--- src/rtl/ptds_pkg.sv ---
`timescale 1ns / 1ps

package ptds_pkg;

	localparam int SLOT_IDX_W = 5;

	typedef enum logic [2:0] {
		ACT_TICK   = 3'd0,
		ACT_ADD    = 3'd1,
		ACT_ENABLE = 3'd2,
		ACT_CANCEL = 3'd3,
		ACT_SCAN   = 3'd4
	} action_t;

	typedef enum logic [1:0] {
		KIND_ACK  = 2'd0,
		KIND_FIRE = 2'd1,
		KIND_END  = 2'd2
	} kind_t;

	typedef struct packed {
		logic [31:0] tag;
		logic [31:0] arg;
		logic [31:0] period;
		logic [31:0] deadline;
	} slot_entry_t;

	typedef struct packed {
		logic                  en;
		logic [SLOT_IDX_W-1:0] addr;
		slot_entry_t           data;
	} slot_wr_t;

	typedef struct packed {
		kind_t                 kind;
		logic                  ok;
		logic [SLOT_IDX_W-1:0] slot_index;
		logic [31:0]           fired_tag;
		logic [31:0]           fired_arg;
		logic [31:0]           time_now;
		logic                  any_fired;
		logic                  last;
	} result_t;

endpackage

--- src/rtl/ptds_req_if.sv ---
`timescale 1ns / 1ps

interface ptds_req_if;
	logic        valid;
	logic        ready;
	logic [2:0]  action;
	logic [31:0] handler_tag;
	logic [31:0] handler_arg;
	logic [31:0] period_ticks;
	logic [31:0] delay_ticks;
	logic [5:0]  slot;
	logic        enable_flag;

	modport source (
		output valid, action, handler_tag, handler_arg, period_ticks, delay_ticks, slot,
			enable_flag,
		input  ready
	);

	modport sink (
		input  valid, action, handler_tag, handler_arg, period_ticks, delay_ticks, slot,
			enable_flag,
		output ready
	);
endinterface

--- src/rtl/ptds_rsp_if.sv ---
`timescale 1ns / 1ps

interface ptds_rsp_if;
	logic        valid;
	logic        ready;
	logic [1:0]  kind;
	logic        ok;
	logic [4:0]  slot_index;
	logic [31:0] fired_tag;
	logic [31:0] fired_arg;
	logic [31:0] time_now;
	logic        any_fired;
	logic        last;

	modport source (
		output valid, kind, ok, slot_index, fired_tag, fired_arg, time_now, any_fired, last,
		input  ready
	);

	modport sink (
		input  valid, kind, ok, slot_index, fired_tag, fired_arg, time_now, any_fired, last,
		output ready
	);
endinterface

--- src/rtl/ptds_slot_mem.sv ---
`timescale 1ns / 1ps

module ptds_slot_mem import ptds_pkg::*; #(
	parameter int SLOT_COUNT = 8
) (
	input  logic                  clk,
	input  slot_wr_t              wr,
	input  logic                  rd_en,
	input  logic [SLOT_IDX_W-1:0] rd_addr,
	output slot_entry_t           rd_data
);
	localparam int IW = (SLOT_COUNT > 1) ? $clog2(SLOT_COUNT) : 1;

	slot_entry_t mem [SLOT_COUNT];

	always_ff @(posedge clk) begin
		if (wr.en) begin
			mem[wr.addr[IW-1:0]] <= wr.data;
		end
		if (rd_en) begin
			rd_data <= mem[rd_addr[IW-1:0]];
		end
	end
endmodule

--- src/rtl/ptds_out_stage.sv ---
`timescale 1ns / 1ps

module ptds_out_stage import ptds_pkg::*; (
	input  logic    clk,
	input  logic    arst_n,
	input  logic    load,
	input  result_t res,
	output logic    free,
	ptds_rsp_if.source rsp
);
	logic    valid_q;
	result_t res_q;

	always_ff @(posedge clk or negedge arst_n) begin
		if (!arst_n) begin
			valid_q <= 1'b0;
		end else if (load) begin
			valid_q <= 1'b1;
		end else if (rsp.ready) begin
			valid_q <= 1'b0;
		end
	end

	always_ff @(posedge clk) begin
		if (load) begin
			res_q <= res;
		end
	end

	assign free           = !valid_q || rsp.ready;
	assign rsp.valid      = valid_q;
	assign rsp.kind       = res_q.kind;
	assign rsp.ok         = res_q.ok;
	assign rsp.slot_index = res_q.slot_index;
	assign rsp.fired_tag  = res_q.fired_tag;
	assign rsp.fired_arg  = res_q.fired_arg;
	assign rsp.time_now   = res_q.time_now;
	assign rsp.any_fired  = res_q.any_fired;
	assign rsp.last       = res_q.last;
endmodule

--- src/rtl/periodic_task_deadline_scheduler.sv ---
`timescale 1ns / 1ps

// Periodic task deadline scheduler: the acknowledge of a tick, add, enable or cancel, or of an
// unsupported action code with ok cleared, is loaded into the output register at the accepting
// edge; a new transaction is taken whenever the block is idle and the output register is empty
// or being drained. A scan walks the SLOT_COUNT slots through the single read port of the slot
// table, one slot per cycle while no due slot is held off by the output side, with the read of
// the next slot overlapping the due check and write-back of the current one.

module periodic_task_deadline_scheduler import ptds_pkg::*; #(
	parameter int SLOT_COUNT = 8
) (
	input  logic clk,
	input  logic arst_n,
	ptds_req_if.sink   req,
	ptds_rsp_if.source rsp
);
	localparam int IW = (SLOT_COUNT > 1) ? $clog2(SLOT_COUNT) : 1;

	typedef enum logic [2:0] {
		ST_IDLE = 3'b001,
		ST_SCAN = 3'b010,
		ST_END  = 3'b100
	} state_t;

	state_t                state_q;
	logic [31:0]           tick_q;
	logic [SLOT_COUNT-1:0] used_q;
	logic [SLOT_COUNT-1:0] en_q;
	logic [IW-1:0]         rd_ptr_q;
	logic                  rd_more_q;
	logic                  any_q;
	logic                  ev_valid_s1;
	logic [IW-1:0]         ev_idx_s1;

	logic        out_free;
	logic        out_load;
	result_t     res;
	slot_wr_t    wr;
	logic        rd_en;
	slot_entry_t rd_data;

	logic          accept;
	logic          free_hit;
	logic [IW-1:0] free_idx;
	logic          slot_ok;
	logic [IW-1:0] slot_sel;
	logic          add_ok;
	logic [31:0]   diff;
	logic          ev_due;
	logic          stall;
	logic          fire_go;

	ptds_slot_mem #(.SLOT_COUNT(SLOT_COUNT)) u_mem (
		.clk     (clk),
		.wr      (wr),
		.rd_en   (rd_en),
		.rd_addr (SLOT_IDX_W'(rd_ptr_q)),
		.rd_data (rd_data)
	);

	ptds_out_stage u_out (
		.clk    (clk),
		.arst_n (arst_n),
		.load   (out_load),
		.res    (res),
		.free   (out_free),
		.rsp    (rsp)
	);

	assign req.ready = (state_q == ST_IDLE) && out_free;
	assign accept    = req.valid && req.ready;

	always_comb begin
		free_hit = 1'b0;
		free_idx = '0;
		for (int i = SLOT_COUNT - 1; i >= 0; i--) begin
			if (!used_q[i]) begin
				free_hit = 1'b1;
				free_idx = IW'(i);
			end
		end
	end

	assign slot_ok  = req.slot < 6'(SLOT_COUNT);
	assign slot_sel = req.slot[IW-1:0];
	assign add_ok   = (req.handler_tag != 32'd0) && free_hit;

	assign diff    = tick_q - rd_data.deadline;
	assign ev_due  = ev_valid_s1 && used_q[ev_idx_s1] && en_q[ev_idx_s1] && !diff[31];
	assign stall   = ev_due && !out_free;
	assign fire_go = (state_q == ST_SCAN) && ev_due && out_free;

	always_comb begin
		res          = '0;
		res.kind     = KIND_ACK;
		res.last     = 1'b1;
		res.time_now = tick_q;
		out_load     = 1'b0;
		wr           = '0;
		rd_en        = 1'b0;
		unique case (state_q)
			ST_IDLE: begin
				if (accept) begin
					unique case (action_t'(req.action))
						ACT_TICK: begin
							out_load     = 1'b1;
							res.ok       = 1'b1;
							res.time_now = tick_q + 32'd1;
						end
						ACT_ADD: begin
							out_load = 1'b1;
							res.ok   = add_ok;
							if (add_ok) begin
								res.slot_index   = SLOT_IDX_W'(free_idx);
								wr.en            = 1'b1;
								wr.addr          = SLOT_IDX_W'(free_idx);
								wr.data.tag      = req.handler_tag;
								wr.data.arg      = req.handler_arg;
								wr.data.period   = req.period_ticks;
								wr.data.deadline = tick_q + req.delay_ticks;
							end
						end
						ACT_ENABLE, ACT_CANCEL: begin
							out_load = 1'b1;
							res.ok   = slot_ok;
						end
						ACT_SCAN: begin
						end
						default: begin
							out_load = 1'b1;
							res.ok   = 1'b0;
						end
					endcase
				end
			end
			ST_SCAN: begin
				rd_en = !stall && rd_more_q;
				if (fire_go) begin
					out_load       = 1'b1;
					res.kind       = KIND_FIRE;
					res.ok         = 1'b1;
					res.slot_index = SLOT_IDX_W'(ev_idx_s1);
					res.fired_tag  = rd_data.tag;
					res.fired_arg  = rd_data.arg;
					res.last       = 1'b0;
					if (rd_data.period != 32'd0) begin
						wr.en            = 1'b1;
						wr.addr          = SLOT_IDX_W'(ev_idx_s1);
						wr.data          = rd_data;
						wr.data.deadline = rd_data.deadline + rd_data.period;
					end
				end
			end
			ST_END: begin
				out_load      = out_free;
				res.kind      = KIND_END;
				res.ok        = 1'b1;
				res.any_fired = any_q;
			end
			default: begin
			end
		endcase
	end

	always_ff @(posedge clk or negedge arst_n) begin
		if (!arst_n) begin
			state_q     <= ST_IDLE;
			tick_q      <= '0;
			used_q      <= '0;
			en_q        <= '0;
			rd_ptr_q    <= '0;
			rd_more_q   <= 1'b0;
			any_q       <= 1'b0;
			ev_valid_s1 <= 1'b0;
			ev_idx_s1   <= '0;
		end else begin
			unique case (state_q)
				ST_IDLE: begin
					if (accept) begin
						unique case (action_t'(req.action))
							ACT_TICK: begin
								tick_q <= tick_q + 32'd1;
							end
							ACT_ADD: begin
								if (add_ok) begin
									used_q[free_idx] <= 1'b1;
									en_q[free_idx]   <= 1'b1;
								end
							end
							ACT_ENABLE: begin
								if (slot_ok && used_q[slot_sel]) begin
									en_q[slot_sel] <= req.enable_flag;
								end
							end
							ACT_CANCEL: begin
								if (slot_ok) begin
									used_q[slot_sel] <= 1'b0;
									en_q[slot_sel]   <= 1'b0;
								end
							end
							ACT_SCAN: begin
								state_q     <= ST_SCAN;
								rd_ptr_q    <= '0;
								rd_more_q   <= 1'b1;
								any_q       <= 1'b0;
								ev_valid_s1 <= 1'b0;
							end
							default: begin
							end
						endcase
					end
				end
				ST_SCAN: begin
					if (fire_go) begin
						any_q <= 1'b1;
						if (rd_data.period == 32'd0) begin
							used_q[ev_idx_s1] <= 1'b0;
							en_q[ev_idx_s1]   <= 1'b0;
						end
					end
					if (!stall) begin
						ev_valid_s1 <= rd_more_q;
						ev_idx_s1   <= rd_ptr_q;
						if (rd_more_q) begin
							if (rd_ptr_q == IW'(SLOT_COUNT - 1)) begin
								rd_more_q <= 1'b0;
							end else begin
								rd_ptr_q <= rd_ptr_q + IW'(1);
							end
						end else begin
							state_q <= ST_END;
						end
					end
				end
				ST_END: begin
					if (out_free) begin
						state_q <= ST_IDLE;
					end
				end
				default: begin
					state_q <= ST_IDLE;
				end
			endcase
		end
	end

	a_load_free: assert property (@(posedge clk) disable iff (!arst_n)
		out_load |-> out_free)
		else $error("result loaded into a full output register");

	a_stall_hold: assert property (@(posedge clk) disable iff (!arst_n)
		(state_q == ST_SCAN && stall) |=> (ev_valid_s1 && $stable(ev_idx_s1)
			&& $stable(rd_ptr_q)))
		else $error("scan advanced while a fire transaction was held off");

	a_oneshot_clear: assert property (@(posedge clk) disable iff (!arst_n)
		(fire_go && rd_data.period == 32'd0) |=> !used_q[$past(ev_idx_s1)])
		else $error("one-shot slot still in use after firing");

	a_ready_idle: assert property (@(posedge clk) disable iff (!arst_n)
		req.ready |-> (!ev_valid_s1 && !rd_more_q))
		else $error("new transaction taken while a scan is in flight");
endmodule

--- src/flat_wrapper.sv ---
// flat-port wrapper written by rule: the top's interface ports become plain ports
module periodic_task_deadline_scheduler_flat import ptds_pkg::*;
#(
	parameter int SLOT_COUNT = 8
)
  (clk, arst_n, req_valid, req_action, req_handler_tag, req_handler_arg, req_period_ticks, req_delay_ticks, req_slot, req_enable_flag, req_ready, rsp_valid, rsp_kind, rsp_ok, rsp_slot_index, rsp_fired_tag, rsp_fired_arg, rsp_time_now, rsp_any_fired, rsp_last, rsp_ready);
  ptds_req_if req_i ();
  ptds_rsp_if rsp_i ();
  input  logic clk;
  input  logic arst_n;
  input wire logic [$bits(req_i.valid)-1:0] req_valid;
  input wire logic [$bits(req_i.action)-1:0] req_action;
  input wire logic [$bits(req_i.handler_tag)-1:0] req_handler_tag;
  input wire logic [$bits(req_i.handler_arg)-1:0] req_handler_arg;
  input wire logic [$bits(req_i.period_ticks)-1:0] req_period_ticks;
  input wire logic [$bits(req_i.delay_ticks)-1:0] req_delay_ticks;
  input wire logic [$bits(req_i.slot)-1:0] req_slot;
  input wire logic [$bits(req_i.enable_flag)-1:0] req_enable_flag;
  output wire logic [$bits(req_i.ready)-1:0] req_ready;
  output wire logic [$bits(rsp_i.valid)-1:0] rsp_valid;
  output wire logic [$bits(rsp_i.kind)-1:0] rsp_kind;
  output wire logic [$bits(rsp_i.ok)-1:0] rsp_ok;
  output wire logic [$bits(rsp_i.slot_index)-1:0] rsp_slot_index;
  output wire logic [$bits(rsp_i.fired_tag)-1:0] rsp_fired_tag;
  output wire logic [$bits(rsp_i.fired_arg)-1:0] rsp_fired_arg;
  output wire logic [$bits(rsp_i.time_now)-1:0] rsp_time_now;
  output wire logic [$bits(rsp_i.any_fired)-1:0] rsp_any_fired;
  output wire logic [$bits(rsp_i.last)-1:0] rsp_last;
  input wire logic [$bits(rsp_i.ready)-1:0] rsp_ready;
  assign req_i.valid = req_valid;
  assign req_i.action = req_action;
  assign req_i.handler_tag = req_handler_tag;
  assign req_i.handler_arg = req_handler_arg;
  assign req_i.period_ticks = req_period_ticks;
  assign req_i.delay_ticks = req_delay_ticks;
  assign req_i.slot = req_slot;
  assign req_i.enable_flag = req_enable_flag;
  assign req_ready = req_i.ready;
  assign rsp_valid = rsp_i.valid;
  assign rsp_kind = rsp_i.kind;
  assign rsp_ok = rsp_i.ok;
  assign rsp_slot_index = rsp_i.slot_index;
  assign rsp_fired_tag = rsp_i.fired_tag;
  assign rsp_fired_arg = rsp_i.fired_arg;
  assign rsp_time_now = rsp_i.time_now;
  assign rsp_any_fired = rsp_i.any_fired;
  assign rsp_last = rsp_i.last;
  assign rsp_i.ready = rsp_ready;
  periodic_task_deadline_scheduler #(.SLOT_COUNT(SLOT_COUNT)) u_core (.clk(clk), .arst_n(arst_n), .req(req_i), .rsp(rsp_i));
endmodule
--- config.mk ---
export PLATFORM = sky130hd
export DESIGN_NAME = periodic_task_deadline_scheduler_flat
export DESIGN_NICKNAME = d
export VERILOG_FILES = /design/src/rtl/ptds_pkg.sv /design/src/rtl/ptds_req_if.sv /design/src/rtl/ptds_rsp_if.sv /design/src/rtl/ptds_slot_mem.sv /design/src/rtl/ptds_out_stage.sv /design/src/rtl/periodic_task_deadline_scheduler.sv /design/src/flat_wrapper.sv
export SDC_FILE = /design/constraint.sdc
export NUM_CORES = 1
export LEC_CHECK = 0
export ABC_AREA = 1
export BUFFER_PORTS_ARGS = -buffer_cell sky130_fd_sc_hd__buf_4
export CAP_MARGIN = 20
export CORE_ASPECT_RATIO = 1.1
export CORE_UTILIZATION = 39
export DETAILED_ROUTE_END_ITERATION = 10
export GPL_ROUTABILITY_DRIVEN = 0
export MAX_ROUTING_LAYER = met4
export SYNTH_ARGS = -nofsm -noshare
export SYNTH_HDL_FRONTEND = slang
export SYNTH_SLANG_ARGS = --single-unit
--- constraint.sdc ---
create_clock -name clk -period 8.5 [get_ports clk]
set_input_delay 0.85 -clock clk [delete_from_list [all_inputs] [get_ports clk]]
set_output_delay 0.85 -clock clk [all_outputs]
set_load 0.03 [all_outputs]
==> impl_metrics.csv <==
group,metric,value,unit
detailed_routing,dr.pass1.iters,5,
die,die_area,146000,um^2
worst_setup_path,critPathKind,"register to register",
grt,grt-ovfl-total,0,
synth,ys.flop_type,"edfxtp_1",
hold_path,hold_class,"input port to async pin",
timing,finalCritPeriodShare,0.584,
clock_tree,cts_hold_buf,0,
detailed_routing,finalWirelength,147000,um
synth,seq_area_frac_synth,0.697,
synth,synthMostInstantiatedCell,"edfxtp_1",
cells_and_area,drive_above_1_share,0.104,
synth,synth_cell_type_count,49,
clock_tree,ctsHtreeMaxLevel,4,
die,start_util,0.395,
clock_tree,cts_post_setup_buffers_inserted,0,
grt,grt_max_degree,214,
worst_setup_path,start_kind,"register",
synth,yosys_warnings,0,
cells_and_area,fillers,13000,
grt,grt_pass1_vias,36500,
worst_setup_path,path_cells,"inv_1 > nand4_1 > nor4_1 > nand2_1 > nand2_1 > nand2_1 > nand2_1 > nand2_1 > nor2_4 > buf_12",
grt,grt_antenna_before_repair,4,
synth,synth_common_cells,"edfxtp_1 (1256), nor2_1 (1106), o21ai_0 (639), nand2_1 (366), inv_1 (286)",
worst_setup_path,critPathMaxStageDelay,910,ps
synth,synthTopCellsByArea,"edfxtp_1 (67%), nor2_1 (7.4%), o21ai_0 (5.7%), dfrtp_1 (2.7%), nand2_1 (2.4%)",
grt,grt_pass1_wl,222000,um
timing,rsz0062_at_grt,"false",
clock_tree,cts_buffers,140,
timing,finClkSkew,22.5,ps
power,power_per_cell_area,274,nW/um^2
die,num_rows,145,
clock_tree,cts_tree,"built",
cells_and_area,instances_no_fill,7062,
place,hpwl,82300,um
cells_and_area,nNetsFinal,5269,
clock_tree,cts_buffer_depth,3,
timing,worstMarginPinSlew,1140,ps
clock_tree,ctsRootBufferMaster,"clkbuf_16",
synth,ys_seq_elements,1317,
timing,slew_headroom,0.229,
synth,synth_top_area_cell,"edfxtp_1",
power,p_leak,23.7,nW
place,io_buffers,247,
detailed_routing,drt_first_iter_violations,3472,
worst_setup_path,path_max_fanout,80,
timing,tns,0,ps
timing,drv_slew,0,
worst_setup_path,arrival,5350,ps
worst_setup_path,slowest_stage,"nor4_1",
grt,grt_usage,0.204,
synth,avgSynthCellArea,11.6,um^2
die,die_x,364,um
outcome,run_status,"complete, no violations",
synth,syn_inst,4839,
synth,synthArstFlopShare,0.0463,
clock_tree,clk_latency,770,ps
worst_setup_path,required,8890,ps
timing,fmax,0.202,GHz
place,dp_cells,6793,
timing,min_period,4960,ps
power,ir_drop,0.240,mV
cells_and_area,synthToLayoutAreaGrowth,14.8,%
synth,synth_top_cell_area_share,0.669,
detailed_routing,vias_per_cell,5.35,
synth,syn-cell-area,56300,um^2
clock_tree,cts.sinks,1317,
timing,setup-violations-final,0,
detailed_routing,drc_errors,0,
detailed_routing,detail-route-antenna-nets,0,
detailed_routing,routedWlPerCell,20.8,um
worst_setup_path,path_common_cell,"nand2_1",
synth,synth-edff-count,1256,
die,ios,250,
job,maxCapViolCount,0,
worst_setup_path,end_kind,"register",
detailed_routing,vias,37800,
die,die_y,401,um
clock_tree,postCtsResizedCells,0,
die,coreArea,143000,um^2
timing,hold_violations,0,
clock_tree,clk_pin_slew,60,ps
critical path, delay by kind of cell, from the launching register on:
family	cells	cell delay (ps)
flops	1	420
simple gates	8	3370
buf+inv	2	710
path summary, 6_finish.rpt:
check / start / end / slack (ps) / cells past startpoint
hold / removal: arst_n / u_core.en_q[5] / 170 / 1
hold reg to reg: u_core.rd_more_q / u_core.rd_more_q / 480 / 2
setup reg to reg: u_core.u_mem.rd_data[48] / u_core.u_mem.mem[0][86] / 3540 / 10
setup / recovery: u_core.u_mem.rd_data[48] / u_core.u_mem.mem[0][86] / 3540 / 10
max in group asynchronous: arst_n / u_core.rd_ptr_q[0] / 7670 / 1
min in group clk: u_core.rd_more_q / u_core.rd_more_q / 480 / 2
layout make-up:
| type | count | area [um^2] | share of cell area |
|---|---|---|---|
| Antenna cell | 3 | 7.51 | 0.000116 |
| Clock buffer | 166 | 3630 | 0.0562 |
| Clock inverter | 94 | 808 | 0.0125 |
| Inverter | 293 | 1120 | 0.0174 |
| Multi-Input combinational cell | 2988 | 15100 | 0.234 |
| Sequential cell | 1317 | 39300 | 0.607 |
| Tap cell | 1911 | 2390 | 0.0370 |
| Timing Repair Buffer | 290 | 2350 | 0.0363 |
report_power, final:
group	internal, mW	leakage (nW)	switching (mW)
Sequential	7.59	12.5	0.246
Combinational	1.21	9.04	2.73
Clock	3.38	2.19	2.56
routing by layer:
metal  GRT usage  part of all wire
met2       0.314              0.47
met1       0.285              0.46
met3      0.0299             0.061
met5           -                 0
met4      0.0497             0.017
sequential cells by signal, summed over array words and instances, names as in the netlist:
register	cells
u_core.u_mem.mem	1024
u_core.u_mem.rd_data	128
u_core.tick_q	32
u_core.u_out.rsp.fired_arg	32
u_core.u_out.rsp.fired_tag	32
u_core.u_out.rsp.time_now	32
u_core.en_q	8
u_core.used_q	8
u_core.ev_idx_s1	3
u_core.rd_ptr_q	3
u_core.state_q	3
u_core.u_out.rsp.slot_index	3
u_core.u_out.rsp.kind	2
u_core.any_q	1
u_core.ev_valid_s1	1
u_core.rd_more_q	1
u_core.u_out.rsp.any_fired	1
u_core.u_out.rsp.last	1
u_core.u_out.rsp.ok	1
u_core.u_out.rsp.valid	1
cell families (layout without fill, tap and decap cells):
logic type,after synthesis,in the layout,synth area share
and+or+nand+nor,1653,1653,0.117
DFF,1317,1317,0.697
AOI/OAI and AO/OA,1176,1176,0.118
buffers and inverters,535,843,0.0369
adders and majority gates,97,97,0.0218
xor gates and xnor gates,60,60,0.00933
other,1,5,0.0000666
placed cells by master, fill, tap and decap left out, types with 35 or more instances in the layout:
cell type     n
nor3_1       37
xor2_1       35
o21ai_0     639
a22o_1       58
nand3_1      69
buf_4       272
nor2_1     1096
clkbuf_16   141
a21oi_1     112
nand2_1     366
a31oi_1     133
inv_1       285
nand4_1      38
o22ai_1     145
dfrtp_1      58
edfxtp_1   1256
ha_1         95
stage by stage:
step	power [mW]	cell area [um^2]	setup slack (ps)	util	hold WS (ps)
2_1_floorplan	10.7	56300	130	-	442
3_3_place_gp	11.9	60100	3120	0.422	457
3_5_place_dp	11.9	60100	3090	0.422	463
4_1_cts	17.8	64600	3450	0.453	181
5_1_grt	18.5	64700	3380	0.453	214
6_report	17.7	64700	3540	0.453	173
(Power assumes the default switching activity.)
